--- src/sv/sts_pkg.sv ---
// ----------------------------------------------------------------------------
// sts_pkg: shared types and constants of the source token scanner
// Character classes, token kind codes, error codes, the keyword list and the
// beat formats passed between the front queue, the lexer and the token queue.
// ----------------------------------------------------------------------------
package sts_pkg;

   // Keyword buffer depth; identifiers longer than this are never keywords
   localparam int KW_MAX_LEN    = 8;
   localparam int KW_IDX_W      = $clog2(KW_MAX_LEN);
   localparam int KW_COUNT      = 24;
   // Keyword text is stored left-aligned in 8 bytes (longest keyword is 8)
   localparam int KW_TEXT_CHARS = 8;

   // Queue depths, powers of two so pointers wrap on their own
   localparam int IN_DEPTH  = 2;
   localparam int IN_PTR_W  = $clog2(IN_DEPTH);
   localparam int IN_CNT_W  = $clog2(IN_DEPTH + 1);
   localparam int TOK_DEPTH = 4;
   localparam int TOK_PTR_W = $clog2(TOK_DEPTH);
   localparam int TOK_CNT_W = $clog2(TOK_DEPTH + 1);

   localparam logic [15:0] FIRST_LINE_RESET = 16'd1;
   localparam logic [15:0] SAT16            = 16'hFFFF;

   // Token kinds (punctuators 0..14 are their class index)
   localparam logic [5:0] KIND_BANG       = 6'd15;
   localparam logic [5:0] KIND_BANG_EQUAL = 6'd16;
   localparam logic [5:0] KIND_EQUAL      = 6'd17;
   localparam logic [5:0] KIND_EQUAL_EQ   = 6'd18;
   localparam logic [5:0] KIND_GREATER    = 6'd19;
   localparam logic [5:0] KIND_GREATER_EQ = 6'd20;
   localparam logic [5:0] KIND_LESS       = 6'd21;
   localparam logic [5:0] KIND_LESS_EQ    = 6'd22;
   localparam logic [5:0] KIND_AND_AND    = 6'd23;
   localparam logic [5:0] KIND_OR_OR      = 6'd24;
   localparam logic [5:0] KIND_NUMBER     = 6'd25;
   localparam logic [5:0] KIND_IDENT      = 6'd26;
   localparam logic [5:0] KIND_STRING     = 6'd27;
   localparam logic [5:0] KIND_KW_BASE    = 6'd28;
   localparam logic [5:0] KIND_ERROR      = 6'd52;
   localparam logic [5:0] KIND_END        = 6'd53;

   // Error codes
   localparam logic [1:0] ERR_NONE         = 2'd0;
   localparam logic [1:0] ERR_UNEXPECTED   = 2'd1;
   localparam logic [1:0] ERR_UNTERMINATED = 2'd2;

   // Character classes assigned by the front end
   typedef enum logic [3:0] {
      CLS_PUNCT,
      CLS_SPACE,
      CLS_NEWLINE,
      CLS_HASH,
      CLS_BANG,
      CLS_EQUAL,
      CLS_GREATER,
      CLS_LESS,
      CLS_AMP,
      CLS_PIPE,
      CLS_QUOTE,
      CLS_DIGIT,
      CLS_ALPHA,
      CLS_OTHER
   } char_class_type;

   // Classified source beat
   typedef struct packed {
      logic [7:0]     char_byte;
      logic           end_of_input;
      char_class_type cls;
      logic [3:0]     punct_idx;
   } front_item_type;

   // One result beat
   typedef struct packed {
      logic [5:0]  kind;
      logic [31:0] start;
      logic [15:0] length;
      logic [15:0] line;
      logic [1:0]  err;
      logic        last;
   } token_type;

   typedef struct packed {
      logic      valid;
      token_type tok;
   } tok_slot_type;

   // Keyword text, first character in the top byte, zero padded
   localparam logic [63:0] KW_TEXT [KW_COUNT] = '{
      {"class", 24'h0}, {"var", 40'h0},  {"if", 48'h0},    {"else", 32'h0},
      {"while", 24'h0}, {"for", 40'h0},  {"new", 40'h0},   {"init", 32'h0},
      {"this", 32'h0},  {"true", 32'h0}, {"false", 24'h0}, {"nil", 40'h0},
      {"return", 16'h0}, {"break", 24'h0}, {"continue"},   {"print", 24'h0},
      {"fun", 40'h0},   {"super", 24'h0}, {"int", 40'h0},  {"string", 16'h0},
      {"bool", 32'h0},  {"float", 24'h0}, {"double", 16'h0}, {"void", 32'h0}
   };

   localparam logic [3:0] KW_LEN [KW_COUNT] = '{
      4'd5, 4'd3, 4'd2, 4'd4, 4'd5, 4'd3, 4'd3, 4'd4,
      4'd4, 4'd4, 4'd5, 4'd3, 4'd6, 4'd5, 4'd8, 4'd5,
      4'd3, 4'd5, 4'd3, 4'd6, 4'd4, 4'd5, 4'd6, 4'd4
   };

endpackage

--- src/sv/source_token_scanner.sv ---
// ----------------------------------------------------------------------------
// source_token_scanner: streaming lexer, one source byte per beat
// Accepts one byte per cycle while req_full is low and emits tokens (kind,
// start offset, length, line, error code, last-of-run flag) through a token queue.
// ----------------------------------------------------------------------------
// Push one byte (or an end-of-input beat) per cycle while req_full is low.
// Each beat yields zero, one or two tokens; the final token of a beat carries
// rsp_last_of_run. The lexer takes one beat per cycle whenever the four-entry
// token queue has room for two tokens, so input runs at one byte per cycle as
// long as tokens are popped as fast as they are made; the single token read
// port (one token per cycle) sets the sustained rate when beats produce two
// tokens. A pushed byte is registered in the front queue; the lexer takes it
// when the token queue has room and writes its tokens there. Reset needs
// no clearing pass. Write csr_wr_data with csr_wr_en only while the block is
// idle; it sets the first line number and reloads the line counter at once.
module source_token_scanner
   import sts_pkg::*;
(
   input  logic        clock,
   input  logic        reset,
   input  logic        csr_wr_en,
   input  logic [15:0] csr_wr_data,
   input  logic        req_push,
   output logic        req_full,
   input  logic [7:0]  req_char_byte,
   input  logic        req_end_of_input,
   output logic        rsp_empty,
   input  logic        rsp_pop,
   output logic [5:0]  rsp_token_kind,
   output logic [31:0] rsp_start_offset,
   output logic [15:0] rsp_token_length,
   output logic [15:0] rsp_line_number,
   output logic [1:0]  rsp_error_code,
   output logic        rsp_last_of_run
);

   logic           item_valid;
   front_item_type item;
   logic           item_take;
   logic           fifo_room;
   tok_slot_type   slot_a;
   tok_slot_type   slot_b;
   token_type      head;

   sts_front u_front (
      .clock            (clock),
      .reset            (reset),
      .req_push         (req_push),
      .req_full         (req_full),
      .req_char_byte    (req_char_byte),
      .req_end_of_input (req_end_of_input),
      .item_valid       (item_valid),
      .item             (item),
      .item_take        (item_take)
   );

   sts_lexer u_lexer (
      .clock       (clock),
      .reset       (reset),
      .csr_wr_en   (csr_wr_en),
      .csr_wr_data (csr_wr_data),
      .item_valid  (item_valid),
      .item        (item),
      .item_take   (item_take),
      .fifo_room   (fifo_room),
      .slot_a      (slot_a),
      .slot_b      (slot_b)
   );

   sts_tok_fifo u_tok_fifo (
      .clock     (clock),
      .reset     (reset),
      .slot_a    (slot_a),
      .slot_b    (slot_b),
      .room      (fifo_room),
      .rsp_empty (rsp_empty),
      .rsp_pop   (rsp_pop),
      .head      (head)
   );

   // Split the head token onto the result ports
   assign rsp_token_kind   = head.kind;
   assign rsp_start_offset = head.start;
   assign rsp_token_length = head.length;
   assign rsp_line_number  = head.line;
   assign rsp_error_code   = head.err;
   assign rsp_last_of_run  = head.last;

endmodule

--- src/sv/sts_front.sv ---
// ----------------------------------------------------------------------------
// sts_front: input side of the source token scanner
// Classifies each accepted source byte and holds it in a short queue until
// the lexer takes it.
// ----------------------------------------------------------------------------
module sts_front
   import sts_pkg::*;
(
   input  logic           clock,
   input  logic           reset,
   input  logic           req_push,
   output logic           req_full,
   input  logic [7:0]     req_char_byte,
   input  logic           req_end_of_input,
   output logic           item_valid,
   output front_item_type item,
   input  logic           item_take
);

   front_item_type        q_ff [IN_DEPTH];
   logic [IN_PTR_W-1:0]   wr_ptr_ff, wr_ptr_in;
   logic [IN_PTR_W-1:0]   rd_ptr_ff, rd_ptr_in;
   logic [IN_CNT_W-1:0]   cnt_ff, cnt_in;
   logic                  push;
   logic                  pop;
   char_class_type        cls;
   logic [3:0]            punct_idx;

   // Decode the byte into its class
   always_comb begin
      cls       = CLS_OTHER;
      punct_idx = 4'd0;
      unique case (req_char_byte) inside
         8'h28: begin cls = CLS_PUNCT; punct_idx = 4'd0;  end  // (
         8'h29: begin cls = CLS_PUNCT; punct_idx = 4'd1;  end  // )
         8'h7B: begin cls = CLS_PUNCT; punct_idx = 4'd2;  end  // {
         8'h7D: begin cls = CLS_PUNCT; punct_idx = 4'd3;  end  // }
         8'h5B: begin cls = CLS_PUNCT; punct_idx = 4'd4;  end  // [
         8'h5D: begin cls = CLS_PUNCT; punct_idx = 4'd5;  end  // ]
         8'h2C: begin cls = CLS_PUNCT; punct_idx = 4'd6;  end  // ,
         8'h2E: begin cls = CLS_PUNCT; punct_idx = 4'd7;  end  // .
         8'h3B: begin cls = CLS_PUNCT; punct_idx = 4'd8;  end  // ;
         8'h3A: begin cls = CLS_PUNCT; punct_idx = 4'd9;  end  // :
         8'h2D: begin cls = CLS_PUNCT; punct_idx = 4'd10; end  // -
         8'h2B: begin cls = CLS_PUNCT; punct_idx = 4'd11; end  // +
         8'h2F: begin cls = CLS_PUNCT; punct_idx = 4'd12; end  // /
         8'h2A: begin cls = CLS_PUNCT; punct_idx = 4'd13; end  // *
         8'h25: begin cls = CLS_PUNCT; punct_idx = 4'd14; end  // %
         8'h20, 8'h09, 8'h0B, 8'h0C, 8'h0D: cls = CLS_SPACE;
         8'h0A: cls = CLS_NEWLINE;
         8'h23: cls = CLS_HASH;
         8'h21: cls = CLS_BANG;
         8'h3D: cls = CLS_EQUAL;
         8'h3E: cls = CLS_GREATER;
         8'h3C: cls = CLS_LESS;
         8'h26: cls = CLS_AMP;
         8'h7C: cls = CLS_PIPE;
         8'h22: cls = CLS_QUOTE;
         [8'h30:8'h39]: cls = CLS_DIGIT;
         [8'h41:8'h5A], [8'h61:8'h7A], 8'h5F: cls = CLS_ALPHA;
         default: cls = CLS_OTHER;
      endcase
   end

   // Queue control
   always_comb begin
      req_full   = (cnt_ff == IN_CNT_W'(IN_DEPTH));
      push       = req_push && !req_full;
      item_valid = (cnt_ff != '0);
      pop        = item_take && item_valid;
      wr_ptr_in  = push ? wr_ptr_ff + IN_PTR_W'(1) : wr_ptr_ff;
      rd_ptr_in  = pop  ? rd_ptr_ff + IN_PTR_W'(1) : rd_ptr_ff;
      cnt_in     = cnt_ff + IN_CNT_W'(push) - IN_CNT_W'(pop);
      item       = q_ff[rd_ptr_ff];
   end

   always_ff @(posedge clock) begin
      if (reset) begin
         wr_ptr_ff <= '0;
         rd_ptr_ff <= '0;
         cnt_ff    <= '0;
      end else begin
         wr_ptr_ff <= wr_ptr_in;
         rd_ptr_ff <= rd_ptr_in;
         cnt_ff    <= cnt_in;
      end
   end

   // Store the classified beat
   always_ff @(posedge clock) begin
      if (push) begin
         q_ff[wr_ptr_ff] <= '{char_byte:    req_char_byte,
                              end_of_input: req_end_of_input,
                              cls:          cls,
                              punct_idx:    punct_idx};
      end
   end

endmodule

--- src/sv/sts_lexer.sv ---
// ----------------------------------------------------------------------------
// sts_lexer: token engine of the source token scanner
// Runs the scan state machine over classified beats, tracks offset, line and
// the pending token, matches keywords and hands up to two tokens per beat to
// the token queue.
// ----------------------------------------------------------------------------
module sts_lexer
   import sts_pkg::*;
(
   input  logic           clock,
   input  logic           reset,
   input  logic           csr_wr_en,
   input  logic [15:0]    csr_wr_data,
   input  logic           item_valid,
   input  front_item_type item,
   output logic           item_take,
   input  logic           fifo_room,
   output tok_slot_type   slot_a,
   output tok_slot_type   slot_b
);

   typedef enum logic [3:0] {
      MODE_IDLE,
      MODE_BANG,
      MODE_EQ,
      MODE_GT,
      MODE_LT,
      MODE_AMP,
      MODE_PIPE,
      MODE_NUM,
      MODE_IDENT,
      MODE_STR
   } mode_type;

   mode_type      mode_ff, mode_in;
   logic [31:0]   offset_ff, offset_in;
   logic [15:0]   line_ff, line_in;
   logic [15:0]   first_line_ff, first_line_in;
   logic [15:0]   pend_len_ff, pend_len_in;
   logic [31:0]   pend_start_ff, pend_start_in;
   logic [7:0]    kw_buf_ff [KW_MAX_LEN];

   logic                kw_we;
   logic [KW_IDX_W-1:0] kw_addr;
   logic [15:0]         line_up;
   logic [15:0]         len_up;
   logic [5:0]          ident_kind;
   logic [5:0]          pair_kind;
   logic                second_hit;
   tok_slot_type        flush_slot;
   tok_slot_type        st_slot;
   mode_type            st_mode;
   logic                restart;
   tok_slot_type        a_raw, b_raw;

   // Saturating increments
   always_comb begin
      line_up = (line_ff == SAT16) ? line_ff : line_ff + 16'd1;
      len_up  = (pend_len_ff == SAT16) ? pend_len_ff : pend_len_ff + 16'd1;
   end

   // Match the buffered identifier against the keyword list
   always_comb begin
      logic kw_hit;
      ident_kind = KIND_IDENT;
      for (int k = KW_COUNT - 1; k >= 0; k--) begin
         kw_hit = (pend_len_ff == 16'(KW_LEN[k]));
         for (int i = 0; i < KW_TEXT_CHARS; i++) begin
            if (i < int'(KW_LEN[k]) && kw_buf_ff[i] != KW_TEXT[k][63-8*i -: 8]) begin
               kw_hit = 1'b0;
            end
         end
         if (kw_hit) begin
            ident_kind = 6'(KIND_KW_BASE + k);
         end
      end
   end

   // Decode the pending token: flushed form and two-character form
   always_comb begin
      flush_slot          = '0;
      flush_slot.valid    = 1'b1;
      flush_slot.tok.start  = pend_start_ff;
      flush_slot.tok.length = 16'd1;
      flush_slot.tok.line   = line_ff;
      flush_slot.tok.err    = ERR_NONE;
      pair_kind           = KIND_BANG_EQUAL;
      second_hit          = (item.cls == CLS_EQUAL);
      unique case (mode_ff)
         MODE_BANG: flush_slot.tok.kind = KIND_BANG;
         MODE_EQ: begin
            flush_slot.tok.kind = KIND_EQUAL;
            pair_kind           = KIND_EQUAL_EQ;
         end
         MODE_GT: begin
            flush_slot.tok.kind = KIND_GREATER;
            pair_kind           = KIND_GREATER_EQ;
         end
         MODE_LT: begin
            flush_slot.tok.kind = KIND_LESS;
            pair_kind           = KIND_LESS_EQ;
         end
         MODE_AMP: begin
            flush_slot.tok.kind = KIND_BANG;
            pair_kind           = KIND_AND_AND;
            second_hit          = (item.cls == CLS_AMP);
         end
         MODE_PIPE: begin
            flush_slot.tok.kind = KIND_BANG;
            pair_kind           = KIND_OR_OR;
            second_hit          = (item.cls == CLS_PIPE);
         end
         MODE_NUM: begin
            flush_slot.tok.kind   = KIND_NUMBER;
            flush_slot.tok.length = pend_len_ff;
         end
         MODE_IDENT: begin
            flush_slot.tok.kind   = ident_kind;
            flush_slot.tok.length = pend_len_ff;
         end
         MODE_STR: begin
            flush_slot.tok.kind   = KIND_ERROR;
            flush_slot.tok.length = pend_len_ff;
            flush_slot.tok.err    = ERR_UNTERMINATED;
         end
         default: flush_slot.valid = 1'b0;
      endcase
   end

   // Decode the start of a new token from the current beat
   always_comb begin
      st_slot             = '0;
      st_slot.valid       = (item.cls == CLS_PUNCT) || (item.cls == CLS_OTHER);
      st_slot.tok.kind    = (item.cls == CLS_PUNCT) ? {2'b00, item.punct_idx} : KIND_ERROR;
      st_slot.tok.start   = offset_ff;
      st_slot.tok.length  = 16'd1;
      st_slot.tok.line    = line_ff;
      st_slot.tok.err     = (item.cls == CLS_OTHER) ? ERR_UNEXPECTED : ERR_NONE;
      unique case (item.cls)
         CLS_BANG:    st_mode = MODE_BANG;
         CLS_EQUAL:   st_mode = MODE_EQ;
         CLS_GREATER: st_mode = MODE_GT;
         CLS_LESS:    st_mode = MODE_LT;
         CLS_AMP:     st_mode = MODE_AMP;
         CLS_PIPE:    st_mode = MODE_PIPE;
         CLS_QUOTE:   st_mode = MODE_STR;
         CLS_DIGIT:   st_mode = MODE_NUM;
         CLS_ALPHA:   st_mode = MODE_IDENT;
         default:     st_mode = MODE_IDLE;
      endcase
   end

   // Advance the scan state for one taken beat
   always_comb begin
      mode_in       = mode_ff;
      offset_in     = offset_ff;
      line_in       = line_ff;
      first_line_in = first_line_ff;
      pend_len_in   = pend_len_ff;
      pend_start_in = pend_start_ff;
      kw_we         = 1'b0;
      kw_addr       = '0;
      restart       = 1'b0;
      a_raw         = '0;
      b_raw         = '0;
      item_take     = item_valid && fifo_room;

      if (item_take) begin
         if (item.end_of_input) begin
            // Flush the pending token, then close the stream
            a_raw            = flush_slot;
            b_raw.valid      = 1'b1;
            b_raw.tok.kind   = KIND_END;
            b_raw.tok.start  = offset_ff;
            b_raw.tok.length = 16'd0;
            b_raw.tok.line   = line_ff;
            b_raw.tok.err    = ERR_NONE;
            mode_in          = MODE_IDLE;
            offset_in        = 32'd0;
            line_in          = first_line_ff;
         end else begin
            offset_in = offset_ff + 32'd1;
            unique case (mode_ff) inside
               MODE_BANG, MODE_EQ, MODE_GT, MODE_LT, MODE_AMP, MODE_PIPE: begin
                  if (second_hit) begin
                     a_raw            = flush_slot;
                     a_raw.tok.kind   = pair_kind;
                     a_raw.tok.length = 16'd2;
                     mode_in          = MODE_IDLE;
                  end else begin
                     restart = 1'b1;
                  end
               end
               MODE_NUM: begin
                  if (item.cls == CLS_DIGIT) begin
                     pend_len_in = len_up;
                  end else begin
                     restart = 1'b1;
                  end
               end
               MODE_IDENT: begin
                  if (item.cls == CLS_ALPHA || item.cls == CLS_DIGIT) begin
                     if (pend_len_ff < 16'(KW_MAX_LEN)) begin
                        kw_we   = 1'b1;
                        kw_addr = pend_len_ff[KW_IDX_W-1:0];
                     end
                     pend_len_in = len_up;
                  end else begin
                     restart = 1'b1;
                  end
               end
               MODE_STR: begin
                  if (item.cls == CLS_QUOTE) begin
                     a_raw          = flush_slot;
                     a_raw.tok.kind = KIND_STRING;
                     a_raw.tok.err  = ERR_NONE;
                     mode_in        = MODE_IDLE;
                  end else if (item.cls == CLS_NEWLINE) begin
                     // Count the line first; the error carries the new line
                     a_raw          = flush_slot;
                     a_raw.tok.line = line_up;
                     line_in        = line_up;
                     mode_in        = MODE_IDLE;
                  end else begin
                     pend_len_in = len_up;
                  end
               end
               default: restart = 1'b1;
            endcase

            // Push back the terminating byte as the start of the next token
            if (restart) begin
               a_raw   = flush_slot;
               b_raw   = st_slot;
               mode_in = st_mode;
               if (item.cls != CLS_PUNCT) begin
                  pend_start_in = offset_ff;
                  pend_len_in   = (item.cls == CLS_QUOTE) ? 16'd0 : 16'd1;
               end
               if (item.cls == CLS_NEWLINE) begin
                  line_in = line_up;
               end
               if (item.cls == CLS_ALPHA) begin
                  kw_we   = 1'b1;
                  kw_addr = '0;
               end
            end
         end
      end

      // Configuration load; the user must write only while the block is idle, and the block itself does not enforce it
      if (csr_wr_en) begin
         first_line_in = csr_wr_data;
         line_in       = csr_wr_data;
      end
   end

   // Mark the last token of the beat
   always_comb begin
      slot_a          = a_raw;
      slot_a.tok.last = !b_raw.valid;
      slot_b          = b_raw;
      slot_b.tok.last = 1'b1;
   end

   // Hold scan state and pending token payload
   always_ff @(posedge clock) begin
      if (reset) begin
         mode_ff       <= MODE_IDLE;
         offset_ff     <= 32'd0;
         line_ff       <= FIRST_LINE_RESET;
         first_line_ff <= FIRST_LINE_RESET;
         pend_len_ff   <= 16'd0;
         pend_start_ff <= 32'd0;
      end else begin
         mode_ff       <= mode_in;
         offset_ff     <= offset_in;
         line_ff       <= line_in;
         first_line_ff <= first_line_in;
         pend_len_ff   <= pend_len_in;
         pend_start_ff <= pend_start_in;
      end
   end

   // Hold keyword bytes
   always_ff @(posedge clock) begin
      if (kw_we) begin
         kw_buf_ff[kw_addr] <= item.char_byte;
      end
   end

endmodule

--- src/sv/sts_tok_fifo.sv ---
// ----------------------------------------------------------------------------
// sts_tok_fifo: token queue of the source token scanner
// Takes up to two tokens a cycle from the lexer, in order, and presents the
// oldest one on the result side.
// ----------------------------------------------------------------------------
module sts_tok_fifo
   import sts_pkg::*;
(
   input  logic         clock,
   input  logic         reset,
   input  tok_slot_type slot_a,
   input  tok_slot_type slot_b,
   output logic         room,
   output logic         rsp_empty,
   input  logic         rsp_pop,
   output token_type    head
);

   token_type            mem_ff [TOK_DEPTH];
   logic [TOK_PTR_W-1:0] wr_ptr_ff, wr_ptr_in;
   logic [TOK_PTR_W-1:0] rd_ptr_ff, rd_ptr_in;
   logic [TOK_CNT_W-1:0] cnt_ff, cnt_in;
   logic [TOK_PTR_W-1:0] wr_b;
   logic [TOK_CNT_W-1:0] n_push;
   logic                 pop;

   // Pack the beats so a lone second token lands first
   always_comb begin
      rsp_empty = (cnt_ff == '0);
      room      = (cnt_ff <= TOK_CNT_W'(TOK_DEPTH - 2));
      pop       = rsp_pop && !rsp_empty;
      n_push    = TOK_CNT_W'(slot_a.valid) + TOK_CNT_W'(slot_b.valid);
      wr_b      = wr_ptr_ff + TOK_PTR_W'(slot_a.valid);
      wr_ptr_in = wr_ptr_ff + n_push[TOK_PTR_W-1:0];
      rd_ptr_in = pop ? rd_ptr_ff + TOK_PTR_W'(1) : rd_ptr_ff;
      cnt_in    = cnt_ff + n_push - TOK_CNT_W'(pop);
      head      = mem_ff[rd_ptr_ff];
   end

   always_ff @(posedge clock) begin
      if (reset) begin
         wr_ptr_ff <= '0;
         rd_ptr_ff <= '0;
         cnt_ff    <= '0;
      end else begin
         wr_ptr_ff <= wr_ptr_in;
         rd_ptr_ff <= rd_ptr_in;
         cnt_ff    <= cnt_in;
      end
   end

   // Store tokens
   always_ff @(posedge clock) begin
      if (slot_a.valid) begin
         mem_ff[wr_ptr_ff] <= slot_a.tok;
      end
      if (slot_b.valid) begin
         mem_ff[wr_b] <= slot_b.tok;
      end
   end

endmodule
--- config.mk ---
export PLATFORM = sky130hd
export DESIGN_NAME = source_token_scanner
export DESIGN_NICKNAME = d
export VERILOG_FILES = /design/src/sv/sts_pkg.sv /design/src/sv/source_token_scanner.sv /design/src/sv/sts_front.sv /design/src/sv/sts_lexer.sv /design/src/sv/sts_tok_fifo.sv
export SDC_FILE = /design/constraint.sdc
export NUM_CORES = 1
export LEC_CHECK = 0
export BUFFER_PORTS_ARGS = -buffer_cell sky130_fd_sc_hd__buf_2
export CAP_MARGIN = 20
export CORE_MARGIN = 2
export CORE_UTILIZATION = 55
export DETAILED_ROUTE_END_ITERATION = 8
export PLACE_DENSITY = 0.83
export SYNTH_ARGS = -nofsm -noshare
export SYNTH_HDL_FRONTEND = slang
export SYNTH_SLANG_ARGS = --single-unit
--- constraint.sdc ---
create_clock -name clock -period 8.8 [get_ports clock]
set_clock_uncertainty 0.2 [all_clocks]
set_input_delay 0.88 -clock clock [delete_from_list [all_inputs] [get_ports clock]]
set_output_delay 0.88 -clock clock [all_outputs]
set_load 0.005 [all_outputs]
* Yosys cells after proc, flatten, opt, wreduce, memory -nomap -nowiden
Memory sizes are Yosys's and may differ from the RTL's. A register that Yosys moved wholly into a read port is not among the register bits. Cells that the tools add are included.
Word-level totals: memory bits (writable) 390, register bits 127, logic and storage cells 386, output and inout port bits 75, bits in read-only memories 64, memories kept 4, bits of input ports 30
Operators by class: muxes and demuxes 203, bitwise gates (word level) 1, $add $sub $neg 13, reductions and logical operators 28, $lt $le $gt $ge 8, equality and inequality tests 117
Memory list:
- u_tok_fifo.mem_ff | words 4, bits a word 73, read ports 1, clocked after Yosys merged registers in 1, write ports 2, line sts_tok_fifo.sv:19 | token_type mem_ff [TOK_DEPTH];
- (no name shown) | words 16, bits a word 4, read ports 1, clocked after Yosys merged registers in 0, write ports 0, line sts_lexer.sv:139 | unique case (item.cls)
- u_lexer.kw_buf_ff | words 8, bits a word 8, read ports 8, clocked after Yosys merged registers in 0, write ports 1, line sts_lexer.sv:41 | logic [7:0] kw_buf_ff [KW_MAX_LEN];
- u_front.q_ff | words 2, bits a word 17, read ports 1, clocked after Yosys merged registers in 1, write ports 1, line sts_front.sv:20 | front_item_type q_ff [IN_DEPTH];
Operator list (number):
- two-way mux 74 bit | 8
- inequality test 8 x 7 -> 1 bit (second input constant) | 59
- two-way mux 16 bit | 17
- equality test 8 x 6 -> 1 bit (second input constant) | 19
- two-way mux 6 bit | 25
- one-hot mux 74 bit (2 select lines) | 1
- two-way mux 1 bit | 127
- two-way mux 73 bit | 1
- one-hot mux 4 bit (14 select lines) | 1
- one-hot mux 4 bit (13 select lines) | 1
- equality test 16 x 3 -> 1 bit (second input constant) | 3
- equality test 8 x 7 -> 1 bit (second input constant) | 6
- one-hot mux 16 bit (3 select lines) | 1
- one-hot mux 6 bit (7 select lines) | 1
- equality test 8 x 4 -> 1 bit (second input constant) | 5
- adder 16 x 1 -> 16 bit (second input constant) | 2
- adder 32 x 1 -> 32 bit (second input constant) | 1
- equality test 16 bit (second input constant) | 2
- equality test 16 x 2 -> 1 bit (second input constant) | 2
- equality test 4 bit (second input constant) | 8
- two-way mux 32 bit | 1
- two-way mux 3 bit | 7
- equality test 4 x 3 -> 1 bit (second input constant) | 5
- two-way mux 4 bit | 5
- other kinds (40) | 62

* Longest topological paths before layout
An unclocked memory read counts as a cell.
word-level depth 41, depth in mapped cells 18, depth with buffers taken out 14

* Modules after synthesis
A second synthesis with hierarchy kept.
Second synthesis, totals: cells, all modules 2294, area total of the unflattened synthesis 27850.5 um^2
By module, submodules not included:
- sts_tok_fifo | sequential area each 8948.6 um^2, cells an instance 760, instances 1, area each 14806.7 um^2
- sts_lexer | sequential area each 4244.1 um^2, cells an instance 1370, instances 1, area each 11061.9 um^2
- sts_front | sequential area each 1121.1 um^2, cells an instance 164, instances 1, area each 1981.9 um^2

* Least setup slack after synthesis
OpenSTA, ideal clock, no wires.
path type register to register, start reg (tool-made name), end mem u_tok_fifo.mem_ff[2][10] in the netlist's numbering (enable), required time 8.189 ns, arrival time 4.073 ns, slack 4.116 ns, stages on the path, launching flop included 17, library setup time 0.411 ns, period minus slack after synthesis 4.684 ns, buffers on the path 4, path through dfxtp_1 buf_6 buf_6 mux2i_4 ha_1 nand4_1 a31oi_1 o211ai_2 o21ba_1 buf_2 ha_1 xnor2_1 nor2_1 and2_1 buf_2 nor2_4 inv_1
RTL lines (line):
- end: declaration | sts_tok_fifo.sv:19

==> key figures <==
Worst setup path
  • Critical-path top delay cell: and2_1
  • Worst setup EP type: register
  • WP data required: 8830 ps
  • Crit Path Max Fanout: 57
  • Reg2reg end: u_tok_fifo.mem_ff[2][70]$_DFFE_PP_
  • Kind of critical path: register to register
  • Worst Path Arrival: 5630 ps
  • Critical Path, Cell by Cell: buf_4 > mux2i_2 > ha_1 > nand4_1 > a31oi_1 > o211ai_2 > o21ba_1 > ha_1 > xnor2_1 > nor2_1 > and2_1 > nor2_4 > inv_2 > buf_4
  • Startpoint Class: register
  • Worst stage delay on the critical path: 780 ps
  • R2r setup slk: 3200 ps
  • CP top delay family: simple AND/OR/NAND/NOR gates
  • Reg2reg path depth: 14
  • Count of buffer and inverter cells on the critical path: 3

Route
  • Met2 wire len: 35800 um
  • Drt via density: just under 7
  • Final wirelength: about 75000 um
  • Routed WL per cell: 23.8 um
  • Via Count: 21579
  • DR WL met3: 7580 um
  • Drt pass-1 iters: 7
  • DRT antenna net count: 0
  • DRC: 0
  • Metal1 wirelength: 27600 um
  • Drt initial violations: between 2000 and 3000
  • Top layer used by detailed routing: met5

Place
  • Placer Congestion: 0.973
  • Dpl cells: 3066
  • Detail Placement HPWL: 48000 um
  • Port bufs: 104

CTS
  • Hold buffer count at CTS: 0
  • Root Driver: clkbuf_16
  • Cts bufs inserted: 52
  • Clock latency on the worst-skew pair: around 640 ps
  • CTS sink cnt: 520
  • CTS Buffer Depth: 3
  • Clk pin slew, worst setup/hold paths: 60 ps
  • CTS tree: yes
  • H-tree levels: 2
  • # resized after CTS: 0
  • Postcts setup bufs: 0

Floorplan
  • Initial Util: 0.557
  • Die Span Y: about 220 um
  • Die width: 221 um
  • Standard-cell rows: 79
  • Die area: 48900 sq um
  • Core Area: between 40000 and 50000 sq um
  • IO Pins: ~110

Synthesis
  • Synth Register Bits: 520
  • Synth area leader: edfxtp_1
  • Ys Warns: 0
  • Unique masters post-synth: 106
  • Cell Area, Synth: 25900 sq um
  • EDFF count, synth: about 320
  • Syn_area_per_cell: 10.3 sq um
  • Top post-synthesis cells by area: edfxtp_1, dfxtp_1, mux4_2
  • Net count after synthesis: between 2000 and 3000
  • Syn Inst Count: 2514
  • Yosys top cell area share: 0.373
  • Most used DFF post-synth: edfxtp_1
  • Post-synthesis sequential area ratio: 0.526
  • Async S/R FF share, synth: 0

GRT
  • Gr ovfl total: 0
  • Total GRT Usage: 0.302
  • Initial antenna violation count: 2
  • Largest net degree at the start of global routing: 62
  • Vias in the first global route: 21199
  • First-pass GRT wire length: 118000 um

STA
  • WHS: 255 ps
  • Max_slew headroom: 0.229
  • Achievable Freq: 179 MHz
  • RSZ-0062 raised after global routing: false
  • Fin crit share: 0.636
  • Final setup vio count: 0
  • Fin. Hold Viols: 0
  • Minimum clock period after layout: 5600 ps
  • Final Max Tran Viols: 0
  • Worst slew pin tran: roughly 1100 ps
  • Setup TNS: 0 ps

Hold path
  • Hold path cells: 2
  • Hold path start: u_lexer.pend_start_ff[17]$_SDFFE_PP0P_
  • Hold path endpoint: u_lexer.pend_start_ff[17]$_SDFFE_PP0P_
  • Hold crit path type: register to register

Power
  • Leak: 8.78 nW
  • Max rail drop VDD: 0.206 mV
  • PwrDens: 252 nW/um^2

Status
  • Run status: finished clean

Flow run
  • Max Cap Viol: 0

Layout
  • Finished Layout Cells: 3169
  • Util after Layout: 0.612
  • Fin nets: 2567
  • Layout cells sized above 1: 0.148
  • Area grow syn2layout: 9.86%
## state kept, by name, summed over array words and instances, names as in the netlist, named ones only
name                   flops
u_lexer.offset_ff         32
u_tok_fifo.rd_ptr_ff       2
u_tok_fifo.wr_ptr_ff       2
u_lexer.pend_start_ff     32
u_front.q_ff              34
u_front.wr_ptr_ff          1
u_front.rd_ptr_ff          1
u_tok_fifo.cnt_ff          3
u_front.cnt_ff             2
u_lexer.kw_buf_ff         64
u_lexer.line_ff           16
u_tok_fifo.mem_ff        292
u_lexer.mode_ff            4
u_lexer.pend_len_ff       16
u_lexer.first_line_ff     16
## tightest hold or removal path, cell delays in order (launching register included)
cell     delay (ps)
dfxtp_1         310
nand2_1          50
a21oi_1          50
## synth_stat cells (all sizes together), types with 20 or more instances
cell type    n
xor2        20
o21ai      106
nor3        47
edfxtp     322
mux4        73
nor4        35
and2        26
dfxtp      198
a31oi       23
nand3      126
and3        23
nand4       49
o22ai      129
a21oi      185
nor2       232
nand2      363
clkbuf      94
inv         40
buf         92
## routing by layer
metal  global-route usage  up-vias
met5                    0        -
met1                0.379    10345
met2                0.489     1480
li1                     -     9416
met4                0.186        2
met3               0.0540      336
## final cells by class
class | count | area [sq um]
antenna | 1 | 2.50
clock buffer | 61 | 1380
clock inverter | 37 | 429
fill | 3604 | 18100
inverter | 41 | 154
multi-input combinational | 1767 | 11300
sequential | 520 | 13600
tap | 607 | 759
timing repair buffer | 135 | 786
## metrics by stage
| step | cell area, sq um | setup WS (ps) | power [mW] |
|---|---|---|---|
| floorplan | 25900 | 4120 | 4.20 |
| detailed placement | 26600 | 2700 | 4.85 |
| finish | 28500 | 3200 | 7.18 |
| global route | 28500 | 2890 | 7.40 |
| CTS | 28400 | 2710 | 7.16 |
| global placement | 26600 | 2810 | 4.79 |
## cells by family (layout without fill, tap and decap cells)
group / count (synthesis) / in the layout / share of synthesized area
compound gates: 555 / 555 / 0.132
xor+xnor: 36 / 36 / 0.0122
fa+ha+maj: 20 / 20 / 0.00994
buf+inv: 227 / 274 / 0.0389
flops: 520 / 520 / 0.526
mux: 104 / 104 / 0.0767
other cells: 0 / 1 / 0
simple gates: 1052 / 1052 / 0.204
## placed cells by master (no fill, tap or decap), drive strengths merged, types with 14 or more instances in the layout
master and instances:
a21oi 185, a31oi 23, and2 26, and3 23, buf 134, clkbuf 62, clkinv 22, dfxtp 198
edfxtp 322, ha 19, inv 43, mux2 14, mux2i 17, mux4 73, nand2 363, nand2b 17
nand3 126, nand3b 15, nand4 49, nor2 232, nor2b 19, nor3 47, nor4 35, nor4bb 16
o211ai 16, o21ai 106, o22ai 129, xnor2 16, xor2 20
## worst max path at each step
stage,cells past startpoint,end
6_report,14,u_tok_fifo.mem_ff[2][70]$_DFFE_PP_
5_1_grt,14,u_tok_fifo.mem_ff[2][70]$_DFFE_PP_
4_1_cts,14,u_tok_fifo.mem_ff[3][45]$_DFFE_PP_
3_5_place_dp,14,u_tok_fifo.mem_ff[3][48]$_DFFE_PP_
3_3_place_gp,14,u_tok_fifo.mem_ff[3][48]$_DFFE_PP_
2_1_floorplan,16,u_tok_fifo.mem_ff[2][10]$_DFFE_PP_
## report_power, final
group	internal (mW)	leakage [nW]	switching [mW]
sequential	2.88	4.35	0.160
clock	1.34	0.865	0.997
combinational	0.622	3.56	1.18
No activity file was read; power rests on OpenSTA's default activity.
